[src/design/lhs_pkg.sv]
// Package with the shared types, constants and helpers of the latency histogram core.
`default_nettype none

package lhs_pkg;

  localparam int COUNT_WIDTH_DEF   = 32;
  localparam int FRACTION_BITS_DEF = 8;

  localparam int SAMPLE_W  = 32;
  localparam int SUM_W     = 48;
  localparam int FIELD_W   = 32;
  localparam int BKT_W     = 3;
  localparam int NUM_BKT   = 6;
  localparam int NUM_BOUND = 5;

  typedef logic [BKT_W-1:0] bkt_t;

  localparam bkt_t BKT_CLEAR = 3'd0;
  localparam bkt_t BKT_OVER  = 3'd5;

  // Upper bucket bounds in whole milliseconds.
  localparam logic [5:0] BOUND_MS [NUM_BOUND] = '{6'd1, 6'd2, 6'd5, 6'd10, 6'd50};

  typedef enum logic {
    ACT_RECORD = 1'b0,
    ACT_CLEAR  = 1'b1
  } act_t;

  typedef struct packed {
    logic capture;
    logic update;
    logic div_start;
    logic load_out;
  } lhs_cmd_t;

  typedef struct packed {
    logic div_done;
  } lhs_sts_t;

  function automatic logic [SAMPLE_W-1:0] bound_fixed(input int idx, input int frac);
    logic [SAMPLE_W-1:0] b;
    b = SAMPLE_W'(BOUND_MS[idx]);
    bound_fixed = b << frac;
  endfunction

endpackage

`default_nettype wire

[src/design/lhs_chan_if.sv]
// Channel interfaces for the sample input and the statistics output.
`default_nettype none

interface lhs_in_if;
  import lhs_pkg::*;

  logic                valid;
  logic                ready;
  logic                action;
  logic [SAMPLE_W-1:0] sample_latency;

  modport source (output valid, output action, output sample_latency, input ready);
  modport sink   (input valid, input action, input sample_latency, output ready);
endinterface

interface lhs_out_if;
  import lhs_pkg::*;

  logic               valid;
  logic               ready;
  logic [BKT_W-1:0]   bucket_index;
  logic [FIELD_W-1:0] total_calls;
  logic [SUM_W-1:0]   latency_total;
  logic [FIELD_W-1:0] mean_latency;
  logic [FIELD_W-1:0] peak_latency;
  logic [FIELD_W-1:0] count_under_1ms;
  logic [FIELD_W-1:0] count_1_to_2ms;
  logic [FIELD_W-1:0] count_2_to_5ms;
  logic [FIELD_W-1:0] count_5_to_10ms;
  logic [FIELD_W-1:0] count_10_to_50ms;
  logic [FIELD_W-1:0] count_over_50ms;

  modport source (
    output valid, output bucket_index, output total_calls, output latency_total,
    output mean_latency, output peak_latency, output count_under_1ms,
    output count_1_to_2ms, output count_2_to_5ms, output count_5_to_10ms,
    output count_10_to_50ms, output count_over_50ms, input ready
  );
  modport sink (
    input valid, input bucket_index, input total_calls, input latency_total,
    input mean_latency, input peak_latency, input count_under_1ms,
    input count_1_to_2ms, input count_2_to_5ms, input count_5_to_10ms,
    input count_10_to_50ms, input count_over_50ms, output ready
  );
endinterface

`default_nettype wire

[src/design/lhs_div.sv]
// Radix-2 restoring divider, one quotient bit per cycle.
`default_nettype none

module lhs_div #(
  parameter int DIVD_W = 48,
  parameter int DIVS_W = 32
) (
  input  logic              clk,
  input  logic              rst_n,
  input  logic              start,
  input  logic [DIVD_W-1:0] dividend,
  input  logic [DIVS_W-1:0] divisor,
  output logic [DIVD_W-1:0] quotient,
  output logic              last_step
);

  localparam int CNT_W = $clog2(DIVD_W);
  localparam logic [CNT_W-1:0] LAST_CNT = CNT_W'(DIVD_W - 1);

  logic              busy_r, busy_nxt;
  logic [CNT_W-1:0]  cnt_r, cnt_nxt;
  logic [DIVS_W-1:0] rem_r, rem_nxt;
  logic [DIVD_W-1:0] quo_r, quo_nxt;
  logic [DIVS_W-1:0] dvs_r, dvs_nxt;

  logic [DIVS_W:0]   trial;
  logic [DIVS_W:0]   diff;
  logic              fits;

  assign trial     = {rem_r, quo_r[DIVD_W-1]};
  assign diff      = trial - {1'b0, dvs_r};
  assign fits      = trial >= {1'b0, dvs_r};
  assign last_step = busy_r && (cnt_r == LAST_CNT);
  assign quotient  = quo_r;

  always_comb begin
    busy_nxt = busy_r;
    cnt_nxt  = cnt_r;
    rem_nxt  = rem_r;
    quo_nxt  = quo_r;
    dvs_nxt  = dvs_r;
    if (start) begin
      busy_nxt = 1'b1;
      cnt_nxt  = '0;
      rem_nxt  = '0;
      quo_nxt  = dividend;
      dvs_nxt  = divisor;
    end else if (busy_r) begin
      // The dividend shifts out at the top while quotient bits shift in below.
      rem_nxt = fits ? diff[DIVS_W-1:0] : trial[DIVS_W-1:0];
      quo_nxt = {quo_r[DIVD_W-2:0], fits};
      cnt_nxt = cnt_r + 1'b1;
      if (last_step) begin
        busy_nxt = 1'b0;
      end
    end
  end

  always_ff @(posedge clk) begin
    if (!rst_n) begin
      busy_r <= 1'b0;
      cnt_r  <= '0;
    end else begin
      busy_r <= busy_nxt;
      cnt_r  <= cnt_nxt;
    end
  end

  always_ff @(posedge clk) begin
    rem_r <= rem_nxt;
    quo_r <= quo_nxt;
    dvs_r <= dvs_nxt;
  end

endmodule

`default_nettype wire

[src/design/lhs_datapath.sv]
// Datapath: statistics registers, bucket selection, mean divider and result register.
`default_nettype none

module lhs_datapath #(
  parameter int COUNT_WIDTH   = lhs_pkg::COUNT_WIDTH_DEF,
  parameter int FRACTION_BITS = lhs_pkg::FRACTION_BITS_DEF
) (
  input  logic                          clk,
  input  logic                          rst_n,
  input  lhs_pkg::lhs_cmd_t             cmd,
  output lhs_pkg::lhs_sts_t             sts,
  input  logic                          in_action,
  input  logic [lhs_pkg::SAMPLE_W-1:0]  in_sample,
  output logic [lhs_pkg::BKT_W-1:0]     out_bucket_index,
  output logic [lhs_pkg::FIELD_W-1:0]   out_total_calls,
  output logic [lhs_pkg::SUM_W-1:0]     out_latency_total,
  output logic [lhs_pkg::FIELD_W-1:0]   out_mean_latency,
  output logic [lhs_pkg::FIELD_W-1:0]   out_peak_latency,
  output logic [lhs_pkg::FIELD_W-1:0]   out_count_under_1ms,
  output logic [lhs_pkg::FIELD_W-1:0]   out_count_1_to_2ms,
  output logic [lhs_pkg::FIELD_W-1:0]   out_count_2_to_5ms,
  output logic [lhs_pkg::FIELD_W-1:0]   out_count_5_to_10ms,
  output logic [lhs_pkg::FIELD_W-1:0]   out_count_10_to_50ms,
  output logic [lhs_pkg::FIELD_W-1:0]   out_count_over_50ms
);
  import lhs_pkg::*;

  act_t                   act_r;
  logic [SAMPLE_W-1:0]    smp_r;

  logic [COUNT_WIDTH-1:0] bcnt_r [NUM_BKT];
  logic [COUNT_WIDTH-1:0] bcnt_nxt [NUM_BKT];
  logic [COUNT_WIDTH-1:0] calls_r, calls_nxt;
  logic [SUM_W-1:0]       sum_r, sum_nxt;
  logic [SAMPLE_W-1:0]    peak_r, peak_nxt;
  bkt_t                   bkt_r, bkt_nxt;

  bkt_t                   bkt_pick;
  logic [SUM_W:0]         sum_ext;
  logic [SUM_W-1:0]       sum_add;
  logic [COUNT_WIDTH-1:0] calls_inc;
  logic [SUM_W-1:0]       quo;
  logic [FIELD_W-1:0]     mean_val;

  bkt_t                   obkt_r;
  logic [FIELD_W-1:0]     ocalls_r;
  logic [SUM_W-1:0]       osum_r;
  logic [FIELD_W-1:0]     omean_r;
  logic [FIELD_W-1:0]     opeak_r;
  logic [FIELD_W-1:0]     ocnt_r [NUM_BKT];

  // A sample equal to a bound belongs to the lower bucket.
  always_comb begin
    bkt_pick = BKT_OVER;
    for (int i = NUM_BOUND - 1; i >= 0; i--) begin
      if (smp_r <= bound_fixed(i, FRACTION_BITS)) begin
        bkt_pick = BKT_W'(i);
      end
    end
  end

  assign sum_ext   = {1'b0, sum_r} + (SUM_W + 1)'(smp_r);
  assign sum_add   = sum_ext[SUM_W] ? {SUM_W{1'b1}} : sum_ext[SUM_W-1:0];
  assign calls_inc = (&calls_r) ? calls_r : calls_r + 1'b1;

  always_comb begin
    calls_nxt = calls_r;
    sum_nxt   = sum_r;
    peak_nxt  = peak_r;
    bkt_nxt   = bkt_r;
    for (int i = 0; i < NUM_BKT; i++) begin
      bcnt_nxt[i] = bcnt_r[i];
    end
    if (cmd.update) begin
      if (act_r == ACT_CLEAR) begin
        calls_nxt = '0;
        sum_nxt   = '0;
        peak_nxt  = '0;
        bkt_nxt   = BKT_CLEAR;
        for (int i = 0; i < NUM_BKT; i++) begin
          bcnt_nxt[i] = '0;
        end
      end else begin
        calls_nxt = calls_inc;
        sum_nxt   = sum_add;
        peak_nxt  = (smp_r > peak_r) ? smp_r : peak_r;
        bkt_nxt   = bkt_pick;
        for (int i = 0; i < NUM_BKT; i++) begin
          if (bkt_pick == BKT_W'(i) && !(&bcnt_r[i])) begin
            bcnt_nxt[i] = bcnt_r[i] + 1'b1;
          end
        end
      end
    end
  end

  // The divider is loaded with the statistics as they stand after the update.
  lhs_div #(
    .DIVD_W (SUM_W),
    .DIVS_W (COUNT_WIDTH)
  ) u_div (
    .clk       (clk),
    .rst_n     (rst_n),
    .start     (cmd.div_start),
    .dividend  (sum_nxt),
    .divisor   (calls_nxt),
    .quotient  (quo),
    .last_step (sts.div_done)
  );

  always_comb begin
    if (calls_r == '0) begin
      mean_val = '0;
    end else if (|quo[SUM_W-1:FIELD_W]) begin
      mean_val = {FIELD_W{1'b1}};
    end else begin
      mean_val = quo[FIELD_W-1:0];
    end
  end

  always_ff @(posedge clk) begin
    if (!rst_n) begin
      calls_r <= '0;
      sum_r   <= '0;
      peak_r  <= '0;
      bkt_r   <= BKT_CLEAR;
      for (int i = 0; i < NUM_BKT; i++) begin
        bcnt_r[i] <= '0;
      end
    end else begin
      calls_r <= calls_nxt;
      sum_r   <= sum_nxt;
      peak_r  <= peak_nxt;
      bkt_r   <= bkt_nxt;
      for (int i = 0; i < NUM_BKT; i++) begin
        bcnt_r[i] <= bcnt_nxt[i];
      end
    end
  end

  always_ff @(posedge clk) begin
    if (cmd.capture) begin
      act_r <= act_t'(in_action);
      smp_r <= in_sample;
    end
    if (cmd.load_out) begin
      obkt_r   <= bkt_r;
      ocalls_r <= FIELD_W'(calls_r);
      osum_r   <= sum_r;
      omean_r  <= mean_val;
      opeak_r  <= peak_r;
      for (int i = 0; i < NUM_BKT; i++) begin
        ocnt_r[i] <= FIELD_W'(bcnt_r[i]);
      end
    end
  end

  assign out_bucket_index     = obkt_r;
  assign out_total_calls      = ocalls_r;
  assign out_latency_total    = osum_r;
  assign out_mean_latency     = omean_r;
  assign out_peak_latency     = opeak_r;
  assign out_count_under_1ms  = ocnt_r[0];
  assign out_count_1_to_2ms   = ocnt_r[1];
  assign out_count_2_to_5ms   = ocnt_r[2];
  assign out_count_5_to_10ms  = ocnt_r[3];
  assign out_count_10_to_50ms = ocnt_r[4];
  assign out_count_over_50ms  = ocnt_r[5];

endmodule

`default_nettype wire

[src/design/lhs_ctrl.sv]
// Controller state machine that sequences capture, update, divide and result hand-off.
`default_nettype none

module lhs_ctrl (
  input  logic              clk,
  input  logic              rst_n,
  input  logic              in_valid,
  output logic              in_ready,
  output logic              out_valid,
  input  logic              out_ready,
  input  lhs_pkg::lhs_sts_t sts,
  output lhs_pkg::lhs_cmd_t cmd
);
  import lhs_pkg::*;

  typedef enum logic [3:0] {
    S_IDLE = 4'b0001,
    S_UPD  = 4'b0010,
    S_DIV  = 4'b0100,
    S_LOAD = 4'b1000
  } state_t;

  state_t state_r, state_nxt;
  logic   out_valid_r, out_valid_nxt;

  assign in_ready  = (state_r == S_IDLE);
  assign out_valid = out_valid_r;

  always_comb begin
    state_nxt = state_r;
    cmd       = '0;
    case (state_r)
      S_IDLE: begin
        if (in_valid) begin
          cmd.capture = 1'b1;
          state_nxt   = S_UPD;
        end
      end
      S_UPD: begin
        cmd.update    = 1'b1;
        cmd.div_start = 1'b1;
        state_nxt     = S_DIV;
      end
      S_DIV: begin
        if (sts.div_done) begin
          state_nxt = S_LOAD;
        end
      end
      S_LOAD: begin
        // The result register takes a new beat once the previous one has left.
        if (!out_valid_r || out_ready) begin
          cmd.load_out = 1'b1;
          state_nxt    = S_IDLE;
        end
      end
      default: begin
        state_nxt = S_IDLE;
      end
    endcase
  end

  always_comb begin
    if (cmd.load_out) begin
      out_valid_nxt = 1'b1;
    end else if (out_ready) begin
      out_valid_nxt = 1'b0;
    end else begin
      out_valid_nxt = out_valid_r;
    end
  end

  always_ff @(posedge clk) begin
    if (!rst_n) begin
      state_r     <= S_IDLE;
      out_valid_r <= 1'b0;
    end else begin
      state_r     <= state_nxt;
      out_valid_r <= out_valid_nxt;
    end
  end

endmodule

`default_nettype wire

[src/design/latency_histogram_stats_core.sv]
// Top level of the latency histogram core with running sum, peak and mean.
//
// Usage: one beat on in_ch carries an action and a latency sample (ms, fixed
// point). A record action sorts the sample into one of six buckets bounded at
// 1, 2, 5, 10 and 50 ms and updates the saturating counters, the 48-bit sum
// and the peak; a clear action zeroes every statistic. Every input beat yields
// exactly one beat on out_ch with the statistics and the truncated mean.
// The mean is the 48-bit sum divided by the call count, one bit per cycle;
// no new input beat is taken until that divide is done and the result loaded.
// in_ch.ready is high only while no beat is in work. The result sits in an
// output register, so a stalled receiver delays the hand-off of the next
// result; the following input beat is still taken and worked on meanwhile.
// Reset (rst_n low, synchronous) zeroes all statistics and drops out_ch.valid.
`default_nettype none

module latency_histogram_stats_core #(
  parameter int COUNT_WIDTH   = lhs_pkg::COUNT_WIDTH_DEF,
  parameter int FRACTION_BITS = lhs_pkg::FRACTION_BITS_DEF
) (
  input  logic       clk,
  input  logic       rst_n,
  lhs_in_if.sink     in_ch,
  lhs_out_if.source  out_ch
);
  import lhs_pkg::*;

  lhs_cmd_t cmd;
  lhs_sts_t sts;

  lhs_ctrl u_ctrl (
    .clk       (clk),
    .rst_n     (rst_n),
    .in_valid  (in_ch.valid),
    .in_ready  (in_ch.ready),
    .out_valid (out_ch.valid),
    .out_ready (out_ch.ready),
    .sts       (sts),
    .cmd       (cmd)
  );

  lhs_datapath #(
    .COUNT_WIDTH   (COUNT_WIDTH),
    .FRACTION_BITS (FRACTION_BITS)
  ) u_dp (
    .clk                  (clk),
    .rst_n                (rst_n),
    .cmd                  (cmd),
    .sts                  (sts),
    .in_action            (in_ch.action),
    .in_sample            (in_ch.sample_latency),
    .out_bucket_index     (out_ch.bucket_index),
    .out_total_calls      (out_ch.total_calls),
    .out_latency_total    (out_ch.latency_total),
    .out_mean_latency     (out_ch.mean_latency),
    .out_peak_latency     (out_ch.peak_latency),
    .out_count_under_1ms  (out_ch.count_under_1ms),
    .out_count_1_to_2ms   (out_ch.count_1_to_2ms),
    .out_count_2_to_5ms   (out_ch.count_2_to_5ms),
    .out_count_5_to_10ms  (out_ch.count_5_to_10ms),
    .out_count_10_to_50ms (out_ch.count_10_to_50ms),
    .out_count_over_50ms  (out_ch.count_over_50ms)
  );

endmodule

`default_nettype wire

[src/flat_wrapper.sv]
// flat-port wrapper written by rule: the top's interface ports become plain ports
module latency_histogram_stats_core_flat import lhs_pkg::*;
#(
  parameter int COUNT_WIDTH   = lhs_pkg::COUNT_WIDTH_DEF,
  parameter int FRACTION_BITS = lhs_pkg::FRACTION_BITS_DEF
)
  (clk, rst_n, in_ch_valid, in_ch_action, in_ch_sample_latency, in_ch_ready, out_ch_valid, out_ch_bucket_index, out_ch_total_calls, out_ch_latency_total, out_ch_mean_latency, out_ch_peak_latency, out_ch_count_under_1ms, out_ch_count_1_to_2ms, out_ch_count_2_to_5ms, out_ch_count_5_to_10ms, out_ch_count_10_to_50ms, out_ch_count_over_50ms, out_ch_ready);
  lhs_in_if in_ch_i ();
  lhs_out_if out_ch_i ();
  input  logic clk;
  input  logic rst_n;
  input wire logic [$bits(in_ch_i.valid)-1:0] in_ch_valid;
  input wire logic [$bits(in_ch_i.action)-1:0] in_ch_action;
  input wire logic [$bits(in_ch_i.sample_latency)-1:0] in_ch_sample_latency;
  output wire logic [$bits(in_ch_i.ready)-1:0] in_ch_ready;
  output wire logic [$bits(out_ch_i.valid)-1:0] out_ch_valid;
  output wire logic [$bits(out_ch_i.bucket_index)-1:0] out_ch_bucket_index;
  output wire logic [$bits(out_ch_i.total_calls)-1:0] out_ch_total_calls;
  output wire logic [$bits(out_ch_i.latency_total)-1:0] out_ch_latency_total;
  output wire logic [$bits(out_ch_i.mean_latency)-1:0] out_ch_mean_latency;
  output wire logic [$bits(out_ch_i.peak_latency)-1:0] out_ch_peak_latency;
  output wire logic [$bits(out_ch_i.count_under_1ms)-1:0] out_ch_count_under_1ms;
  output wire logic [$bits(out_ch_i.count_1_to_2ms)-1:0] out_ch_count_1_to_2ms;
  output wire logic [$bits(out_ch_i.count_2_to_5ms)-1:0] out_ch_count_2_to_5ms;
  output wire logic [$bits(out_ch_i.count_5_to_10ms)-1:0] out_ch_count_5_to_10ms;
  output wire logic [$bits(out_ch_i.count_10_to_50ms)-1:0] out_ch_count_10_to_50ms;
  output wire logic [$bits(out_ch_i.count_over_50ms)-1:0] out_ch_count_over_50ms;
  input wire logic [$bits(out_ch_i.ready)-1:0] out_ch_ready;
  assign in_ch_i.valid = in_ch_valid;
  assign in_ch_i.action = in_ch_action;
  assign in_ch_i.sample_latency = in_ch_sample_latency;
  assign in_ch_ready = in_ch_i.ready;
  assign out_ch_valid = out_ch_i.valid;
  assign out_ch_bucket_index = out_ch_i.bucket_index;
  assign out_ch_total_calls = out_ch_i.total_calls;
  assign out_ch_latency_total = out_ch_i.latency_total;
  assign out_ch_mean_latency = out_ch_i.mean_latency;
  assign out_ch_peak_latency = out_ch_i.peak_latency;
  assign out_ch_count_under_1ms = out_ch_i.count_under_1ms;
  assign out_ch_count_1_to_2ms = out_ch_i.count_1_to_2ms;
  assign out_ch_count_2_to_5ms = out_ch_i.count_2_to_5ms;
  assign out_ch_count_5_to_10ms = out_ch_i.count_5_to_10ms;
  assign out_ch_count_10_to_50ms = out_ch_i.count_10_to_50ms;
  assign out_ch_count_over_50ms = out_ch_i.count_over_50ms;
  assign out_ch_i.ready = out_ch_ready;
  latency_histogram_stats_core #(.COUNT_WIDTH(COUNT_WIDTH), .FRACTION_BITS(FRACTION_BITS)) u_core (.clk(clk), .rst_n(rst_n), .in_ch(in_ch_i), .out_ch(out_ch_i));
endmodule
[config.mk]
export PLATFORM = sky130hd
export DESIGN_NAME = latency_histogram_stats_core_flat
export DESIGN_NICKNAME = d
export VERILOG_FILES = /design/src/design/lhs_pkg.sv /design/src/design/lhs_chan_if.sv /design/src/design/lhs_div.sv /design/src/design/lhs_datapath.sv /design/src/design/lhs_ctrl.sv /design/src/design/latency_histogram_stats_core.sv /design/src/flat_wrapper.sv
export SDC_FILE = /design/constraint.sdc
export NUM_CORES = 1
export LEC_CHECK = 0
export BUFFER_PORTS_ARGS = -buffer_cell sky130_fd_sc_hd__buf_2
export CAP_MARGIN = 20
export CORE_MARGIN = 2
export CORE_UTILIZATION = 30
export CTS_BUF_LIST = sky130_fd_sc_hd__clkbuf_4 sky130_fd_sc_hd__clkbuf_8
export DETAILED_ROUTE_END_ITERATION = 10
export PLACE_DENSITY_LB_ADDON = 0.1
export REMOVE_ABC_BUFFERS = 1
export SYNTH_ARGS = -nofsm -noshare
export SYNTH_HDL_FRONTEND = slang
export SYNTH_SLANG_ARGS = --single-unit
[constraint.sdc]
create_clock -name clk -period 20.5 [get_ports clk]
set_input_delay 1.025 -clock clk [delete_from_list [all_inputs] [get_ports clk]]
set_output_delay 1.025 -clock clk [all_outputs]
set_load 0.05 [all_outputs]
==> flow_summary.toml, run 1 <==
[routing]
drt_iter0_markers = 1650
drc = 0
via_per_inst = 4.81
routed-via-count = 25500
wl_mm = 105
drt_pre_antenna_iters = 7
routedWlPerCell_um = 19.7
final_antenna_net_count = 0

[grt]
gr-total-overflow = 0
grt_pass1_vias = 24900
grt_start_max_net_pins = 154
grt_use_total = 0.175
grt_pass1_wl_mm = 157
antenna_found_initial = 10

[timing]
setup_viol = 0
post-route-period-util = 0.207
hold_ws_ns = 0.380
rsz0062_at_grt = "false"
fmax_mhz = 236
slew_violations = 0
fin_skew_ns = 0.0394
fin_tns_setup_ns = 0
tightest_slew_ns = 1.01
max_slew_margin = 0.327
hold_viol = 0
period_needed_ns = 4.24

[worst_setup_path]
cp_slowest_cell = "a221oi_1"
critical_path.max_fanout = 24
slowest_delay_ns = 0.61
crit_arrival_ns = 4.78
worst_setup_path_end_kind = "register"
cp_cell_sequence = "ha_1 -> fa_1 -> a21o_1 -> a221oi_1 -> o21a_1 -> o31a_1 -> a21boi_1 -> nor2_1 -> nor2_2 -> buf_4 -> nor2_1 -> a21oi_1"
rr_endpoint = "u_core.u_dp.u_div.quotient[27]"
r2r_start = "u_core.u_dp.smp_r[0]"
worst_r2r_path_depth = 12
critPathLaunchType = "register"
rrSetupSlack_ns = 16.26
critPathKind = "register to register"
worst_path_most_repeated_cell = "nor2_1"
crit_required_ns = 21.03

[worst_hold_path]
min_to = "u_core.u_dp.smp_r[10]"
holdPathStages = 1
min_path_type = "primary input to register"
hp-start = "in_ch_sample_latency[10]"

[placed_design]
gp_congestion = 0.804
dp_hpwl_mm = 73.1
placed_cells = 5030
portBuffers = 377
placed_cell_area_mm2 = 0.0383

[synth]
ys_warn_count = 0
yosys.area.top_type_share = 0.391
ys_ff_latch = 803
async_reset_ff_frac = 0
yosysSeqAreaShare = 0.593
synth_top_cell_by_area = "edfxtp_1"
synth_cells = 3245
avgSynthCellArea_um2 = 10.7
synth_edf_count = 452
synth.area.top_cells = "edfxtp_1, dfxtp_1, nor2_1, ha_1, xor2_1"
synth_ff_type = "edfxtp_1"
syn_area_mm2 = 0.0347
synth_cell_type_count = 89

[finish]
instances_no_fill = 5308
finish.instance_area_mm2 = 0.0414
layout_commonest_cell = "edfxtp_1"
fin_nets = 3813
nFillCells = 11700
area_growth_pct = 19.2
fin_util = 0.361
drive_gt1_frac = 0.188
mostFrequentLayoutCells = "edfxtp_1, nor2_1, buf_2"

[cts]
clk_pin_slew_ns = 0.06
cts-root-buf = "clkbuf_8"
clkSinkCount = 803
ctsHtreeMaxLevel = 4
cts_tree = "yes"
post_cts_resize_count = 0
cts_setup_buffers = 0
cts_buffers = 148
postCtsHoldBufs = 0
clk_path_buf_depth = 3
clk_latency_ns = 0.82

[floorplan]
io_pins = 378
core-area_mm2 = 0.115
num_rows = 124
fp.dieH_um = 344
die_x_um = 344
start_util = 0.303
die_area_mm2 = 0.118

[pwr]
ir_worst_vdd_mv = 0.0510
powerDensity_mw_per_mm2 = 96.2
p_leak_uw = 0.0147

[flow_run]
cap_violations = 0

[outcome]
outcome = "completed"
==> cells by family (layout without fill, tap and decap cells) <==
| logic type | Yosys count | in the layout | share of synthesized area |
|---|---|---|---|
| flip-flops | 803 | 803 | 0.593 |
| AO/OA/AOI/OAI | 559 | 559 | 0.0988 |
| AND/OR/NAND/NOR | 1257 | 1257 | 0.173 |
| multiplexers | 16 | 16 | 0.00465 |
| other | 0 | 3 | 0 |
| XOR/XNOR | 253 | 253 | 0.0638 |
| adder cells (fa/ha/maj) | 107 | 107 | 0.0390 |
| buffers and inverters | 250 | 798 | 0.0278 |
==> Yosys cell counts (33+ instances only) <==
cell type / n
edfxtp_1: 452
nor2_1: 421
dfxtp_1: 351
nand2_1: 311
o21ai_0: 193
a21oi_1: 152
xor2_1: 147
nand3_1: 135
clkbuf_1: 120
inv_1: 113
xnor2_1: 106
ha_1: 105
nand4_1: 94
and3_1: 54
nor3_1: 48
and2_1: 35
a21o_1: 33
==> registers in the layout, summed over array words and instances (netlist names) <==
| signal | flops |
|---|---|
| u_core.u_dp.u_div.cnt_r | 6 |
| u_core.u_dp.smp_r | 32 |
| u_core.u_dp.calls_r | 32 |
| u_core.u_ctrl.state_r | 4 |
| u_core.u_dp.out_peak_latency | 32 |
| u_core.u_dp.bcnt_r | 192 |
| u_core.u_dp.bkt_r | 3 |
| u_core.u_ctrl.out_valid | 1 |
| u_core.u_dp.u_div.busy_r | 1 |
| u_core.u_dp.out_total_calls | 32 |
| u_core.u_dp.u_div.quotient | 48 |
| u_core.u_dp.u_div.rem_r | 32 |
| u_core.u_dp.peak_r | 32 |
| u_core.u_dp.out_bucket_index | 3 |
| u_core.u_dp.act_r | 1 |
| u_core.u_dp.u_div.dvs_r | 32 |
| u_core.u_dp.ocnt_r | 192 |
| u_core.u_dp.out_mean_latency | 32 |
| u_core.u_dp.out_latency_total | 48 |
| u_core.u_dp.sum_r | 48 |
==> critical path: cells and delay by family, from the launching register on <==
family	cells	cell delay, ns
buf+inv	1	0.28
simple gates	3	0.82
flops	1	0.46
fa+ha+maj	2	0.68
compound gates	6	1.71
==> worst max path at each step <==
| stage | from | to | slack, ns | cells after the start |
|---|---|---|---|---|
| after detailed placement | out_ch_ready | u_core.u_dp.ocnt_r[5][21] | 16.26 | 6 |
| after CTS | u_core.u_dp.smp_r[0] | u_core.u_dp.u_div.quotient[27] | 16.29 | 12 |
| after global routing | u_core.u_dp.smp_r[18] | u_core.u_dp.sum_r[41] | 16.04 | 11 |
| final | u_core.u_dp.smp_r[0] | u_core.u_dp.u_div.quotient[27] | 16.26 | 12 |
| after floorplan | out_ch_ready | u_core.u_dp.ocnt_r[0][0] | 3.46 | 2 |
| after global placement | out_ch_ready | u_core.u_dp.ocnt_r[5][21] | 16.27 | 6 |
==> cell type report <==
cell class	instances	area (µm²)	share of cell area
sequential	803	20600	0.498
multi-input combinational	2192	13200	0.319
clock buffer	239	2860	0.0691
timing repair buffer	410	2160	0.0521
tap	1512	1890	0.0457
inverter	114	428	0.0103
clock inverter	35	216	0.00523
antenna	3	7.51	0.000181
==> per-stage QoR <==
stage	power [µW]	setup slack, ns
2_1_floorplan	2260	3.46
3_3_place_gp	2430	16.27
3_5_place_dp	2430	16.26
4_1_cts	4050	16.29
5_1_grt	4200	16.04
6_report	3980	16.26
==> layer usage <==
| metal | global-route usage | wire length, µm |
|---|---|---|
| met1 | 0.238 | 48400 |
| met2 | 0.275 | 48100 |
| met3 | 0.0373 | 5590 |
| met4 | 0.0593 | 2610 |
| met5 | 0 | 13 |
==> power breakdown <==
group	internal [µW]	total, µW	switching, µW
Sequential	1740	1780	42.9
Combinational	242	615	373
Clock	896	1580	688
Total	2880	3980	1100
No activity file was read; power rests on OpenSTA's default activity.
==> run 2: changes to the inputs <==
==> constraint.sdc (replaced) <==
create_clock -name clk -period 4.25 [get_ports clk]
set_input_delay 0.2125 -clock clk [delete_from_list [all_inputs] [get_ports clk]]
set_output_delay 0.2125 -clock clk [all_outputs]
set_load 0.05 [all_outputs]
==> run 2 against run 1 <==
Effect of this change:
- setup slack worse by 16 ns
- die area did not move
- first-iteration DRC count down 8.4%
- critical path type unchanged
- cell area grew 1.5%
- register-to-register slack lost 16 ns
- combinational power rose to 5.0 times the previous value
- total power grew to 4.8 times the previous value
==> flow_summary.toml, run 2 (synthesis results as in run 1) <==
[outcome]
outcome = "completed"

[timing]
slew_violations = 0
post-route-period-util = 0.925
max_slew_margin = 0.343
rsz0062_at_grt = "false"
hold_ws_ns = 0.113
tightest_slew_ns = 0.982
period_needed_ns = 3.93
hold_viol = 0
fmax_mhz = 255
fin_skew_ns = 0.0394
setup_viol = 0

[grt]
gr-total-overflow = 0
grt_pass1_wl_mm = 157
grt_use_total = 0.174
grt_start_max_net_pins = 116
antenna_found_initial = 8
grt_pass1_vias = 24800

[worst_setup_path]
cp_slowest_cell = "nor4_1"
crit_arrival_ns = 4.45
crit_required_ns = 4.77
path_buf_inv = 0
critPathKind = "register to register"
worst_setup_path_end_kind = "register"
cp_cell_sequence = "ha_1 -> nand4_1 -> nor2_1 -> o21ai_0 -> a311oi_1 -> nor3_1 -> o31a_1 -> nor4_1 -> xnor2_1 -> a21oi_1"
crit_family = "compound AO/OA/AOI/OAI gates"
critPathLaunchType = "register"
slowest_delay_ns = 0.68
critical_path.max_fanout = 9

[finish]
finish.instance_area_mm2 = 0.0420
mostFrequentLayoutCells = "edfxtp_1, nor2_1, buf_2"
fin_util = 0.367
fin_nets = 3877
top_regs = "u_core.u_dp.bcnt_r: 192 flops, u_core.u_dp.ocnt_r: 192 flops"
area_growth_pct = 20.9
drive_gt1_frac = 0.188
layout_commonest_cell = "edfxtp_1"

[pwr]
ir_worst_vdd_mv = 0.242
powerDensity_mw_per_mm2 = 458
p_leak_uw = 0.0149
power_uw = 19200

[cts]
cts_buffers = 147
clk_path_buf_depth = 3
clkSinkCount = 803
clk_latency_ns = 0.82
cts_tree = "yes"
ctsHtreeMaxLevel = 4
cts-root-buf = "clkbuf_8"
clk_pin_slew_ns = 0.06
cts_setup_buffers = 0

[placed_design]
gp_congestion = 0.814
placed_cell_area_mm2 = 0.0386
portBuffers = 377
dp_hpwl_mm = 73.8

[routing]
final_antenna_net_count = 0
drt_pre_antenna_iters = 5
drt_iter0_markers = 1511
wl_mm = 105
routed-via-count = 25700
routedWlPerCell_um = 19.5
drc = 0
via_per_inst = 4.80

[floorplan]
die_x_um = 344
fp.dieH_um = 344
die_area_mm2 = 0.118
num_rows = 124
core-area_mm2 = 0.115
io_pins = 378
start_util = 0.303

[flow_run]
cap_violations = 0

[worst_hold_path]
min_path_type = "primary input to register"
-- run 2: cell types whose count changed in the layout (fill, tap and decap cells not counted), sizes merged --
cell and change:
buf +28, bufinv +2, clkbuf -21, clkinv +10, clkinvlp +6, dlygate4sd3 +37
inv -1
-- run 2: area by class of cell --
class / instances / area (µm²)
Antenna cell: 3 / 7.51
Clock buffer: 218 / 2670
Clock inverter: 52 / 344
Fill cell: 11600 / 72500
Inverter: 114 / 428
Multi-Input combinational cell: 2192 / 13200
Sequential cell: 803 / 20600
Tap cell: 1512 / 1890
Timing Repair Buffer: 475 / 2830
-- run 2: path summary, 6_finish.rpt --
path	to	depth (start not counted)	from	slack, ns
setup reg to reg	u_core.u_dp.u_div.quotient[43]	10	u_core.u_dp.smp_r[9]	0.32
setup / recovery	u_core.u_dp.u_div.quotient[43]	10	u_core.u_dp.smp_r[9]	0.32
hold / removal	u_core.u_dp.smp_r[27]	2	in_ch_sample_latency[27]	0.11
hold reg to reg	u_core.u_dp.out_bucket_index[1]	0	u_core.u_dp.bkt_r[1]	0.43
-- run 2: metrics by stage --
| step | cells | setup TNS [ns] | setup slack [ns] |
|---|---|---|---|
| 3_5_place_dp | 5058 | 0 | 0.372 |
| 4_1_cts | 5365 | 0 | 0.326 |
| 6_report | 5369 | 0 | 0.321 |
| 5_1_grt | 5368 | 0 | 0.105 |
| 2_1_floorplan | 3109 | -4868.17 | -12.64 |
| 3_3_place_gp | 5058 | 0 | 0.282 |
-- run 2: where the power goes --
| part | internal (µW) | switching [µW] | total [µW] |
|---|---|---|---|
| Sequential | 8400 | 201 | 8600 |
| Clock | 4210 | 3360 | 7570 |
| Combinational | 1240 | 1820 | 3060 |
| Total | 13800 | 5390 | 19200 |
-- run 2: metal layers --
| metal | global-route usage | vias up | wire length [µm] |
|---|---|---|---|
| met3 | 0.0317 | 158 | 4630 |
| met4 | 0.0490 | 0 | 2210 |
| met1 | 0.244 | 12400 | 50200 |
| met5 | 0 | - | 0 |
| li1 | - | 12600 | - |
| met2 | 0.274 | 594 | 47900 |
-- run 2: timing repair --
item                                   CTS  global route
endpoints found under the hold margin   49             0
resized for setup                        0             0
hold buffers                            37             0
==> run 3: changes to the inputs <==
--- a/config.mk
+++ b/config.mk
@@ -11,7 +11,6 @@
 export CORE_UTILIZATION = 30
 export CTS_BUF_LIST = sky130_fd_sc_hd__clkbuf_4 sky130_fd_sc_hd__clkbuf_8
 export DETAILED_ROUTE_END_ITERATION = 10
-export PLACE_DENSITY_LB_ADDON = 0.1
 export REMOVE_ABC_BUFFERS = 1
 export SYNTH_ARGS = -nofsm -noshare
 export SYNTH_HDL_FRONTEND = slang
==> run 3 against run 2 <==
Effect of this change:
- routed wire length fell by 3.5%
- utilization barely moved
- critical path depth unchanged
- final cell count is 0.37% lower
- register-to-register slack better by 0.15 ns
- critical endpoint unchanged
- clock power is 2% higher
- clock skew increased by 0.040 ns
- count of clock-buffer cells in the layout shrank 17
- first-iteration DRC count grew 39%
- sequential cell count is the same
==> flow_summary.toml, run 3 (synthesis results as in run 1) <==
[routing]
via_per_inst = 4.88
drt_iter0_markers = 2093
wl_mm = 101
final_antenna_net_count = 0
routed-via-count = 26100
drc = 0
routedWlPerCell_um = 18.9
drt_pre_antenna_iters = 8

[cts]
cts_buffers = 141
postCtsHoldBufs = 35
clk_path_buf_depth = 3
clk_pin_slew_ns = 0.07
post_cts_resize_count = 0
clk_latency_ns = 0.83
cts_setup_buffers = 0
cts_tree = "yes"
cts-root-buf = "clkbuf_8"
ctsHtreeMaxLevel = 4
clkSinkCount = 803

[floorplan]
fp.dieH_um = 344
die_area_mm2 = 0.118
start_util = 0.303
io_pins = 378
core-area_mm2 = 0.115
num_rows = 124
die_x_um = 344

[worst_setup_path]
worst_r2r_path_depth = 10
critPathKind = "register to register"
critPathLaunchType = "register"
critical_path.max_fanout = 12
crit_required_ns = 4.79
worst_setup_path_end_kind = "register"
crit_arrival_ns = 4.32
rr_endpoint = "u_core.u_dp.u_div.quotient[43]"
rrSetupSlack_ns = 0.47
r2r_start = "u_core.u_dp.smp_r[21]"

[outcome]
outcome = "completed"

[worst_hold_path]
holdPathStages = 2
hp-start = "in_ch_sample_latency[22]"
min_path_type = "primary input to register"
min_to = "u_core.u_dp.smp_r[22]"

[grt]
grt_pass1_vias = 24800
gr-total-overflow = 0
grt_pass1_wl_mm = 150
grt_use_total = 0.167
grt_start_max_net_pins = 79
antenna_found_initial = 9

[finish]
drive_gt1_frac = 0.186
nFillCells = 11400
multi_input_area_mm2 = 0.0132
mostFrequentLayoutCells = "edfxtp_1, nor2_1, buf_2"
area_growth_pct = 21.0
fin_nets = 3860
ff_latch_area_mm2 = 0.0206
fin_util = 0.367
layout_commonest_cell = "edfxtp_1"
instances_no_fill = 5349
top_regs = "u_core.u_dp.bcnt_r: 192 flops, u_core.u_dp.ocnt_r: 192 flops"

[timing]
hold_ws_ns = 0.126
fmax_mhz = 264
hold_viol = 0
setup_viol = 0
slew_violations = 0
max_slew_margin = 0.255
rsz0062_at_grt = "false"
fin_skew_ns = 0.0791
tightest_slew_ns = 1.12
period_needed_ns = 3.78
post-route-period-util = 0.890

[placed_design]
portBuffers = 377
placed_cells = 5050
gp_congestion = 0.880
dp_hpwl_mm = 72.5

[pwr]
p_leak_uw = 0.0149
ir_worst_vdd_mv = 0.282
powerDensity_mw_per_mm2 = 460

[flow_run]
cap_violations = 0
-- run 3: cell count changes in the layout (fill, tap and decap cells not counted), sizes merged --
| cell | delta |
|---|---|
| buf | -9 |
| inv | +5 |
| clkbuf | -17 |
| diode | -1 |
| dlygate4sd3 | -2 |
| bufinv | +6 |
| clkinvlp | -2 |
-- run 3: how the worst max path moves through the flow --
stage / end / from / slack [ns]
after floorplan: u_core.u_dp.ocnt_r[0][0] / u_core.u_ctrl.state_r[0] / -12.64
after global placement: u_core.u_dp.u_div.quotient[43] / u_core.u_dp.smp_r[0] / 0.70
after detailed placement: u_core.u_dp.u_div.quotient[16] / u_core.u_dp.smp_r[0] / 0.57
after CTS: u_core.u_dp.u_div.quotient[0] / u_core.u_dp.smp_r[0] / 0.57
after global routing: u_core.u_dp.u_div.quotient[18] / u_core.u_dp.smp_r[21] / 0.33
final: u_core.u_dp.u_div.quotient[43] / u_core.u_dp.smp_r[21] / 0.47
-- run 3: critical path: stages (launching register included) --
cell	delay [ns]
edfxtp_1	0.47
ha_1	0.44
a2111oi_0	0.42
o21ai_0	0.17
a221oi_1	0.47
o221a_2	0.32
a21boi_1	0.09
nor2_1	0.33
nor2_4	0.17
nor2_1	0.47
a21oi_1	0.15
-- run 3: layout make-up --
class | count | share of cell area
Antenna cell | 2 | 0.000119
Clock buffer | 201 | 0.0589
Clock inverter | 61 | 0.0143
Inverter | 114 | 0.0102
Multi-Input combinational cell | 2192 | 0.315
Sequential cell | 803 | 0.490
Tap cell | 1512 | 0.0450
Timing Repair Buffer | 464 | 0.0664
-- run 3: power by group --
part,internal (µW),switching [µW],total (µW)
combinational,1230,1770,3000
sequential,8390,203,8600
clock,4350,3370,7720
total,14000,5340,19300
-- run 3: through the flow --
step | total power (µW) | cell area (µm²) | TNS [ns] | setup slack (ns)
6_report | 19300 | 42000 | 0 | 0.469
5_1_grt | 20300 | 42000 | 0 | 0.327
4_1_cts | 19600 | 42000 | 0 | 0.569
3_5_place_dp | 11700 | 38600 | 0 | 0.573
3_3_place_gp | 11700 | 38600 | 0 | 0.697
2_1_floorplan | 10900 | 34200 | -4868.17 | -12.64
-- run 3: metal layers --
metal  global-route usage  vias to the layer above  routed length (µm)
li1                     -                    12600                   -
met3               0.0397                      141                6830
met5                    0                        -                   7
met2                0.257                      817               45900
met4               0.0521                        2                2190
met1                0.231                    12500               46400
